## config.mk

```make
export PLATFORM = sky130hd
export DESIGN_NAME = sha256_block_compress_core
export DESIGN_NICKNAME = d
export VERILOG_FILES = /design/src/hdl/sha_pkg.sv /design/src/hdl/sha256_block_compress_core.sv /design/src/hdl/sha_ctrl.sv /design/src/hdl/sha_dp.sv
export SDC_FILE = /design/constraint.sdc
export NUM_CORES = 2
export LEC_CHECK = 0
export BUFFER_PORTS_ARGS = -buffer_cell sky130_fd_sc_hd__buf_2
export CAP_MARGIN = 10
export CORE_MARGIN = 2
export CORE_UTILIZATION = 47
export CTS_CLUSTER_SIZE = 25
export DETAILED_ROUTE_END_ITERATION = 6
export GPL_TIMING_DRIVEN = 1
export PLACE_DENSITY = 0.68
export SYNTH_ARGS = -nofsm -noshare
export SYNTH_HDL_FRONTEND = slang
export SYNTH_HIERARCHICAL = 1
export SYNTH_SLANG_ARGS = --single-unit
```

## constraint.sdc

```tcl
create_clock -name i_clk -period 9.9 [get_ports i_clk]
set_input_delay 1.485 -clock i_clk [delete_from_list [all_inputs] [get_ports i_clk]]
set_output_delay 1.485 -clock i_clk [all_outputs]
set_load 0.1 [all_outputs]
```

## src/hdl/sha_pkg.sv

```systemverilog
package sha_pkg;

    localparam int unsigned WORD_W     = 32;
    localparam int unsigned BLOCK_WORDS = 16;
    localparam int unsigned HASH_WORDS  = 8;
    localparam int unsigned ROUNDS      = 64;

    typedef logic [WORD_W-1:0] t_word;

    typedef struct packed {
        t_word message_word;
        logic  first_block;
        logic  final_block;
    } t_in_item;

    typedef struct packed {
        t_word       digest_word;
        logic [2:0]  word_index;
        logic        last;
    } t_out_item;

    // controller to datapath commands
    typedef struct packed {
        logic        load_word;   // shift an accepted word into the window
        logic        start;       // 16th word: set up the working variables
        logic        first;       // with start: take the initial hash
        logic        round_en;    // run one round
        logic [5:0]  round_idx;   // round number for the constant lookup
        logic        add_en;      // fold working variables into chaining value
        logic        out_load;    // capture one digest word
        logic [2:0]  out_idx;     // which digest word
    } t_cmd;

    localparam t_word INIT_HASH [HASH_WORDS] = '{
        32'h6a09e667, 32'hbb67ae85, 32'h3c6ef372, 32'ha54ff53a,
        32'h510e527f, 32'h9b05688c, 32'h1f83d9ab, 32'h5be0cd19
    };

    localparam t_word ROUND_K [ROUNDS] = '{
        32'h428a2f98, 32'h71374491, 32'hb5c0fbcf, 32'he9b5dba5,
        32'h3956c25b, 32'h59f111f1, 32'h923f82a4, 32'hab1c5ed5,
        32'hd807aa98, 32'h12835b01, 32'h243185be, 32'h550c7dc3,
        32'h72be5d74, 32'h80deb1fe, 32'h9bdc06a7, 32'hc19bf174,
        32'he49b69c1, 32'hefbe4786, 32'h0fc19dc6, 32'h240ca1cc,
        32'h2de92c6f, 32'h4a7484aa, 32'h5cb0a9dc, 32'h76f988da,
        32'h983e5152, 32'ha831c66d, 32'hb00327c8, 32'hbf597fc7,
        32'hc6e00bf3, 32'hd5a79147, 32'h06ca6351, 32'h14292967,
        32'h27b70a85, 32'h2e1b2138, 32'h4d2c6dfc, 32'h53380d13,
        32'h650a7354, 32'h766a0abb, 32'h81c2c92e, 32'h92722c85,
        32'ha2bfe8a1, 32'ha81a664b, 32'hc24b8b70, 32'hc76c51a3,
        32'hd192e819, 32'hd6990624, 32'hf40e3585, 32'h106aa070,
        32'h19a4c116, 32'h1e376c08, 32'h2748774c, 32'h34b0bcb5,
        32'h391c0cb3, 32'h4ed8aa4a, 32'h5b9cca4f, 32'h682e6ff3,
        32'h748f82ee, 32'h78a5636f, 32'h84c87814, 32'h8cc70208,
        32'h90befffa, 32'ha4506ceb, 32'hbef9a3f7, 32'hc67178f2
    };

    function automatic t_word rotr(input t_word x, input int unsigned n);
        rotr = (x >> n) | (x << (WORD_W - n));
    endfunction

    function automatic t_word big_sigma0(input t_word x);
        big_sigma0 = rotr(x, 2) ^ rotr(x, 13) ^ rotr(x, 22);
    endfunction

    function automatic t_word big_sigma1(input t_word x);
        big_sigma1 = rotr(x, 6) ^ rotr(x, 11) ^ rotr(x, 25);
    endfunction

    function automatic t_word small_sigma0(input t_word x);
        small_sigma0 = rotr(x, 7) ^ rotr(x, 18) ^ (x >> 3);
    endfunction

    function automatic t_word small_sigma1(input t_word x);
        small_sigma1 = rotr(x, 17) ^ rotr(x, 19) ^ (x >> 10);
    endfunction

endpackage

```

## src/hdl/sha256_block_compress_core.sv

```systemverilog
// sha-256 compression core: 16 words in per padded block, one word per cycle while o_in_stall is low
// after the 16th word transfer: the rounds, then the chaining add, then for a
// final block the eight digest words leave one per cycle from an output register unless stalled
// the input stalls until a block is done, so a new block waits for the single shared
// round unit, which runs one round per cycle
// reset (synchronous, active low): chaining value zero, word counter zero, idle
module sha256_block_compress_core
    import sha_pkg::*;
(
    input  logic      i_clk,
    input  logic      i_rst_n,
    // input channel: one message word per transfer
    input  logic      i_in_valid,
    output logic      o_in_stall,
    input  t_in_item  i_in_data,
    // output channel: one digest word per transfer
    output logic      o_out_valid,
    input  logic      i_out_stall,
    output t_out_item o_out_data
);

    t_cmd       cmd;
    t_word      digest;
    logic [2:0] out_idx;
    logic       out_last;

    // controller: word count, round count, output sequencing
    sha_ctrl u_ctrl (
        .i_clk       (i_clk),
        .i_rst_n     (i_rst_n),
        .i_in_valid  (i_in_valid),
        .i_first     (i_in_data.first_block),
        .i_final     (i_in_data.final_block),
        .i_out_stall (i_out_stall),
        .o_in_stall  (o_in_stall),
        .o_out_valid (o_out_valid),
        .o_out_idx   (out_idx),
        .o_out_last  (out_last),
        .o_cmd       (cmd)
    );

    // datapath: schedule window, working variables, chaining value
    sha_dp u_dp (
        .i_clk    (i_clk),
        .i_rst_n  (i_rst_n),
        .i_cmd    (cmd),
        .i_word   (i_in_data.message_word),
        .o_digest (digest)
    );

    // digest word, index and last flag are all registered and held while stalled
    assign o_out_data.digest_word = digest;
    assign o_out_data.word_index  = out_idx;
    assign o_out_data.last        = out_last;

endmodule

```

## src/hdl/sha_ctrl.sv

```systemverilog
module sha_ctrl
    import sha_pkg::*;
(
    input  logic       i_clk,
    input  logic       i_rst_n,
    input  logic       i_in_valid,
    input  logic       i_first,
    input  logic       i_final,
    input  logic       i_out_stall,
    output logic       o_in_stall,
    output logic       o_out_valid,
    output logic [2:0] o_out_idx,
    output logic       o_out_last,
    output t_cmd       o_cmd
);

    typedef enum logic [1:0] {
        S_LOAD,
        S_ROUND,
        S_ADD,
        S_OUT
    } t_state;

    t_state     r_state;
    logic [3:0] r_words;
    logic [5:0] r_round;
    logic       r_final;
    logic [2:0] r_emit;
    logic       r_out_valid;
    logic [2:0] r_out_idx;
    logic       r_out_last;

    logic in_xfer;

    assign o_in_stall = (r_state != S_LOAD);
    assign in_xfer    = i_in_valid && (r_state == S_LOAD);

    always_comb begin
        o_cmd           = '0;
        o_cmd.load_word = in_xfer;
        o_cmd.start     = in_xfer && (r_words == 4'(BLOCK_WORDS - 1));
        o_cmd.first     = i_first;
        o_cmd.round_en  = (r_state == S_ROUND);
        o_cmd.round_idx = r_round;
        o_cmd.add_en    = (r_state == S_ADD);
        o_cmd.out_load  = (r_state == S_OUT) && (!r_out_valid || !i_out_stall);
        o_cmd.out_idx   = r_emit;
    end

    always_ff @(posedge i_clk) begin
        if (!i_rst_n) begin
            r_state     <= S_LOAD;
            r_words     <= '0;
            r_round     <= '0;
            r_final     <= 1'b0;
            r_emit      <= '0;
            r_out_valid <= 1'b0;
            r_out_idx   <= '0;
            r_out_last  <= 1'b0;
        end else begin
            unique case (r_state)
                S_LOAD: begin
                    if (in_xfer) begin
                        r_words <= r_words + 4'd1;
                        if (o_cmd.start) begin
                            r_final <= i_final;
                            r_round <= '0;
                            r_state <= S_ROUND;
                        end
                    end
                end
                S_ROUND: begin
                    r_round <= r_round + 6'd1;
                    if (r_round == 6'(ROUNDS - 1)) begin
                        r_state <= S_ADD;
                    end
                end
                S_ADD: begin
                    r_emit  <= '0;
                    r_state <= r_final ? S_OUT : S_LOAD;
                end
                S_OUT: begin
                    if (o_cmd.out_load) begin
                        r_emit <= r_emit + 3'd1;
                        if (r_emit == 3'(HASH_WORDS - 1)) begin
                            r_state <= S_LOAD;
                        end
                    end
                end
                default: r_state <= S_LOAD;
            endcase

            if (o_cmd.out_load) begin
                r_out_valid <= 1'b1;
                r_out_idx   <= r_emit;
                r_out_last  <= (r_emit == 3'(HASH_WORDS - 1));
            end else if (!i_out_stall) begin
                r_out_valid <= 1'b0;
            end
        end
    end

    assign o_out_valid = r_out_valid;
    assign o_out_idx   = r_out_idx;
    assign o_out_last  = r_out_last;

endmodule

```

## src/hdl/sha_dp.sv

```systemverilog
module sha_dp
    import sha_pkg::*;
(
    input  logic  i_clk,
    input  logic  i_rst_n,
    input  t_cmd  i_cmd,
    input  t_word i_word,
    output t_word o_digest
);

    t_word r_w  [BLOCK_WORDS];
    t_word r_v  [HASH_WORDS];
    t_word r_cv [HASH_WORDS];
    t_word r_digest;

    t_word sched_next;
    t_word sum_t1;
    t_word sum_t2;
    t_word ch;
    t_word maj;
    t_word base_cv [HASH_WORDS];

    // window holds w[t..t+15]; the round always consumes entry 0
    assign sched_next = small_sigma1(r_w[14]) + r_w[9] + small_sigma0(r_w[1]) + r_w[0];

    assign ch     = (r_v[4] & r_v[5]) ^ (~r_v[4] & r_v[6]);
    assign maj    = (r_v[0] & r_v[1]) ^ (r_v[0] & r_v[2]) ^ (r_v[1] & r_v[2]);
    assign sum_t1 = r_v[7] + big_sigma1(r_v[4]) + ch + ROUND_K[i_cmd.round_idx] + r_w[0];
    assign sum_t2 = big_sigma0(r_v[0]) + maj;

    always_comb begin
        for (int i = 0; i < HASH_WORDS; i++) begin
            base_cv[i] = i_cmd.first ? INIT_HASH[i] : r_cv[i];
        end
    end

    // schedule window and digest capture, no reset needed
    always_ff @(posedge i_clk) begin
        if (i_cmd.load_word || i_cmd.round_en) begin
            for (int i = 0; i < BLOCK_WORDS - 1; i++) begin
                r_w[i] <= r_w[i+1];
            end
            r_w[BLOCK_WORDS-1] <= i_cmd.load_word ? i_word : sched_next;
        end
        if (i_cmd.out_load) begin
            r_digest <= r_cv[i_cmd.out_idx];
        end
    end

    always_ff @(posedge i_clk) begin
        if (!i_rst_n) begin
            for (int i = 0; i < HASH_WORDS; i++) begin
                r_v[i]  <= '0;
                r_cv[i] <= '0;
            end
        end else begin
            if (i_cmd.start) begin
                for (int i = 0; i < HASH_WORDS; i++) begin
                    r_v[i]  <= base_cv[i];
                    r_cv[i] <= base_cv[i];
                end
            end else if (i_cmd.round_en) begin
                r_v[7] <= r_v[6];
                r_v[6] <= r_v[5];
                r_v[5] <= r_v[4];
                r_v[4] <= r_v[3] + sum_t1;
                r_v[3] <= r_v[2];
                r_v[2] <= r_v[1];
                r_v[1] <= r_v[0];
                r_v[0] <= sum_t1 + sum_t2;
            end else if (i_cmd.add_en) begin
                for (int i = 0; i < HASH_WORDS; i++) begin
                    r_cv[i] <= r_cv[i] + r_v[i];
                end
            end
        end
    end

    assign o_digest = r_digest;

endmodule
```

After elaboration in Yosys (flattened, before gate mapping)
Memory sizes are Yosys's and may differ from the RTL's. A register that Yosys moved wholly into a read port is not among the register bits.
Index checks and enable logic that the tools add are counted.

operators by class
  magnitude comparators = 1
  multiplexer cells = 72
  reductions and logical operators = 16
  bitwise gates (word level) = 60
  eq/ne operators = 12
  $add $sub $neg = 21

operators by type and width
  operator                                         count
  32-bit 2-to-1 mux                                43
  32-bit adder                                     18
  32-bit bitwise XOR                               9
  32-bit AND                                       5
  32-bit NOT                                       1
  1-bit bitwise OR                                 32
  10-bit by 32-bit bitwise OR with 32-bit output   1
  13-bit by 32-bit bitwise OR with 32-bit output   1
  14-bit by 32-bit bitwise OR with 32-bit output   1
  15-bit by 32-bit bitwise OR with 32-bit output   1
  19-bit by 32-bit bitwise OR with 32-bit output   1
  21-bit by 32-bit bitwise OR with 32-bit output   1
  25-bit by 32-bit bitwise OR with 32-bit output   1
  26-bit by 32-bit bitwise OR with 32-bit output   1
  30-bit by 32-bit bitwise OR with 32-bit output   1
  7-bit by 32-bit bitwise OR with 32-bit output    1
  32-bit by 22-bit bitwise XOR with 32-bit output  1
  32-bit by 29-bit bitwise XOR with 32-bit output  1
  1-bit 2-to-1 mux                                 17
  2-bit 2-to-1 mux                                 6
  6-bit 2-to-1 mux                                 2
  6-bit case mux with 2 select lines               1
  2-bit inequality test (second input constant)    4
  2-bit case mux with 4 select lines               1
  21 further kinds                                 31

word-level totals
  output and inout port bits = 38
  RAM bits = 1024
  bits in read-only memories = 2048
  word-level logic and storage cells = 194
  bits of input ports = 38
  register bits after elaboration = 21
  memories = 4

memory list
  name              depth  width  read ports  clocked after Yosys merged registers in  wr ports  RTL line      text
  (name not given)  64     32     1           0                                        0         sha_dp.sv:28  assign sum_t1 = r_v[7] + big_sigma1(r_v[4]) + ch + ROUND_K[i_cmd.round_idx] + r_w[0];
  u_dp.r_w          16     32     16          0                                        16        sha_dp.sv:11  t_word r_w [BLOCK_WORDS];
  u_dp.r_cv         8      32     9           1                                        8         sha_dp.sv:13  t_word r_cv [HASH_WORDS];
  u_dp.r_v          8      32     8           0                                        8         sha_dp.sv:12  t_word r_v [HASH_WORDS];

Longest topological paths before layout
  depth after elaboration = 9
  mapped depth = 44
  mapped depth without buffers = 41

Cells and area by module
Netlist, hierarchy kept.

modules (own cells, without submodules)
  module                      area each (µm²)  cells an instance  instances  sequential area each (µm²)
  sha_dp                      66772.8          6043               1          31069.8
  sha_ctrl                    1011.0           120                1          420.4
  sha256_block_compress_core  7.5              1                  1          0.0

Worst setup path after synthesis
No wires, ideal clock.

  kind = input to register
  start point = input i_in_valid
  end point = memory u_dp/r_w[0][0] (netlist bit), enable pin
  path buffers = 3
  cell stages on the path = 6
  arrival = 8.755 ns
  setup time = 0.667 ns
  slack = 0.478 ns
  path through = or3b_1 inv_1 buf_4 clkbuf_1 clkbuf_1 or2_2

RTL lines
  element             RTL line                          text
  start: declaration  sha256_block_compress_core.sv:13  input logic i_in_valid,
  end: declaration    sha_dp.sv:11

==> results.py <==
metrics = {
    "worst_setup_path": {
        "start_kind": "register",
        "slowest_stage": "fa_1",
        "crit_path_frequent_cell": "fa_1",
        "worst-path-max-fanout": 8,
        "worstReg2RegStart": "u_ctrl/r_round[0]$_SDFFE_PN0P_",
        "critPathMaxStageDelay_ps": 510,
        "critPathCaptureType": "register",
        "crit_start": "u_ctrl/r_round[0]$_SDFFE_PN0P_",
        "crit_arrival_ps": 9770,
        "crit_type": "reg2reg",
        "cp.required_ps": 10380,
    },
    "synth": {
        "syn_area_per_cell_um2": 11.00,
        "syn_area_mm2": 0.06779,
        "yosys.area.top_type": "edfxtp_1",
        "synthArstFlopShare_pct": 0,
        "synth-adder-area-share_pct": 13.00,
        "synth_nets": 6787,
        "netlist_instances": 6164,
        "seq_area_frac_synth_pct": 46.45,
        "synth_compound_area_share_pct": 16.41,
        "ys_ff_latch": 1077,
        "yosysWarnings": 6,
        "synthFlopType": "edfxtp_1",
        "synth_edf_count": 992,
        "synth_xor_area_share_pct": 7.436,
        "synthDominantCellAreaShare_pct": 43.94,
        "synth.distinct_cells": 99,
        "synth_top_family_by_area": "compound AO/OA/AOI/OAI gates",
        "synth.mux.area_fraction_pct": 4.044,
        "ys_top_cells_by_area": "edfxtp_1, ha_1, fa_1",
        "synth_simple_gate_area_share_pct": 9.118,
    },
    "sta": {
        "worst_pin_slew_ps": 1385,
        "hold_viol": 0,
        "max_freq_mhz": 107.6,
        "rsz0062_at_grt": "no",
        "fin_worst_skew_ps": 49.34,
        "min_period_ps": 9295,
        "final_max_slew_viol_count": 0,
        "fin_setup_tns_ps": 0,
        "slew_headroom_pct": 6.709,
        "fin_crit_sh_pct": 93.89,
        "setup-violations-final": 0,
    },
    "routing": {
        "viasPerCell": 6.151,
        "vias": 50230,
        "ant_nets": 0,
        "drtIter0Drc": 5354,
        "route.detailed.drc": 0,
        "routed_wl_um": 212800,
        "firstDrtPassIters": 7,
        "wl_per_cell_um": 26.06,
    },
    "die": {
        "dieArea_mm2": 0.1473,
        "core_mm2": 0.1433,
        "rows": 139,
        "ioPinCount": 76,
        "die_y_um": 383.8,
        "initial_utilization_pct": 47.30,
        "die-width_um": 383.8,
    },
    "min_path": {
        "holdCritStartpoint": "u_dp/r_w[0][126]$_DFFE_PP_",
        "hp-class": "reg2reg",
    },
    "global_routing": {
        "grt_usage_pct": 28.55,
        "grt_pass1_vias": 48590,
        "grt_pass1_wl_um": 314000,
        "overflow": 0,
        "grt_max_degree": 216,
        "antenna_found_initial": 2,
    },
    "final_layout": {
        "drive_above_1_share_pct": 8.927,
        "finalNonFillerCells": 8166,
        "area_delta_synth_final_pct": 9.476,
        "fin_util_pct": 51.79,
        "ff_latch_area_mm2": 0.03151,
        "nets": 6789,
        "nFillCells": 12520,
        "multi_input_area_mm2": 0.03405,
    },
    "placement": {
        "hpwlAfterDp_um": 157000,
        "io_buffers": 75,
        "place.gp.congestion": 0.9770,
        "dp_cells": 7949,
    },
    "clocking": {
        "htreeDepth": 3,
        "clock_latency_ps": 780,
        "hold_buffers": 0,
        "cts_tree": "yes",
        "cts.reportedPaths.clkPinSlew_ps": 60,
        "cts_sinks": 1077,
        "clockRootBuffer": "clkbuf_16",
        "clock_path_buffers": 3,
        "cts-buffers-inserted": 117,
    },
    "job": {
        "maxCapViolations": 0,
    },
    "power": {
        "total_leakage_power_uw": 0.02986,
        "p_per_area_mw_per_mm2": 232.2,
        "irDropWorstVdd_v": 0.0002851,
    },
    "outcome": {
        "status": "complete, no violations",
    },
}
synth_stat cells, types with 50 or more instances:
cell      number
a21o_1       193
a21oi_1      364
clkbuf_1     247
dfxtp_1       85
edfxtp_1     992
fa_1         195
ha_1         390
inv_1        347
mux2_2        81
mux4_2        71
nand2_1      622
nand2b_1      72
nand3_1       89
nor2_1       226
nor2b_1       76
nor3_1        77
o21a_1        56
o21ai_0      590
o21ai_1       66
o21bai_1      50
xnor2_1      376
xor2_1       197
metal layers:
metal	GRT usage [%]	vias up	part of all wire, %
met5	0	-	0
met4	13.20	0	5.3
met3	4.179	435	7.5
met2	45.97	2328	46
met1	38.16	24870	41
li1	-	22600	-
logic make-up (layout without fill, tap and decap cells):
logic type | count (synthesis) | in the layout
AOI/OAI and AO/OA | 1770 | 1770
and+or+nand+nor | 1345 | 1345
DFF | 1077 | 1077
buffers and inverters | 635 | 733
adders and majority gates | 588 | 588
xor gates and xnor gates | 574 | 574
muxes | 175 | 175
other | 0 | 1
power by group:
part	internal, uW	switching, uW	total [uW]	leakage [uW]
registers	5430	297	5730	0.0106
logic	2910	4260	7170	0.0174
clock network	2410	1920	4330	0.00181
total	10800	6480	17200	0.0299
flip-flops by register name (all words and copies together) (netlist names), 2 cells and up:
name,count
u_dp/r_w,512
u_dp/r_cv,256
u_dp/r_v,256
u_dp/o_digest,32
u_ctrl/r_round,6
u_ctrl/r_words,4
u_ctrl/o_out_idx,3
u_ctrl/r_emit,3
u_ctrl/r_state,2
layout make-up:
type,instances,share of cell area (%)
flip-flops and latches,1077,42.46
multi-input cells,4452,45.88
inverters,348,1.760
repair buffers,170,1.588
well taps,1903,3.208
clock buffers,147,4.222
clock inverters,68,0.8800
diodes,1,0.003372
placed cells by master, fill, tap and decap left out, types with 65 or more instances in the layout:
cell type	count
edfxtp_1	992
nand2_1	618
o21ai_0	589
ha_1	388
xnor2_1	376
a21oi_1	364
inv_1	346
nor2_1	219
xor2_1	197
fa_1	195
a21o_1	193
clkbuf_16	119
buf_4	89
nand3_1	89
mux2_2	81
dfxtp_1	78
nor3_1	77
buf_2	74
nor2b_1	73
mux4_2	71
nand2b_1	69
o21ai_1	65
metrics by stage:
step                cell area [um^2]  setup slack, ps  hold WS (ps)  power [uW]
CTS                            74160            405.8         395.1       17200
floorplan                      67790            478.4         400.3       10820
global placement               70370            623.5         400.4       12710
detailed placement             70370            437.6         404.5       12800
global route                   74210            95.86         399.8       18240
finish                         74210            604.8         380.2       17230
worst max-delay path, delay by kind of cell (launching register included):
kind | cells | cell delay [ps]
adders and majority gates | 7 | 2900
and+or+nand+nor | 10 | 1740
buffers and inverters | 6 | 850
xor gates and xnor gates | 2 | 410
AOI/OAI and AO/OA | 13 | 2750
DFF | 1 | 310
final timing paths:
check                                  end  slack [ps]  cells after the start
max reg2reg  u_dp/r_v[0][30]$_SDFFCE_PN0P_         600                     38
max          u_dp/r_v[0][30]$_SDFFCE_PN0P_         600                     38
min              u_dp/r_w[0][94]$_DFFE_PP_         380                      0
min reg2reg      u_dp/r_w[0][94]$_DFFE_PP_         380                      0
timing repair:
item / in CTS / in global routing
buffers inserted: 0 / 1
endpoints found under the setup margin: 0 / 4
gates resized for setup: 0 / 10
(Power assumes the default switching activity.)
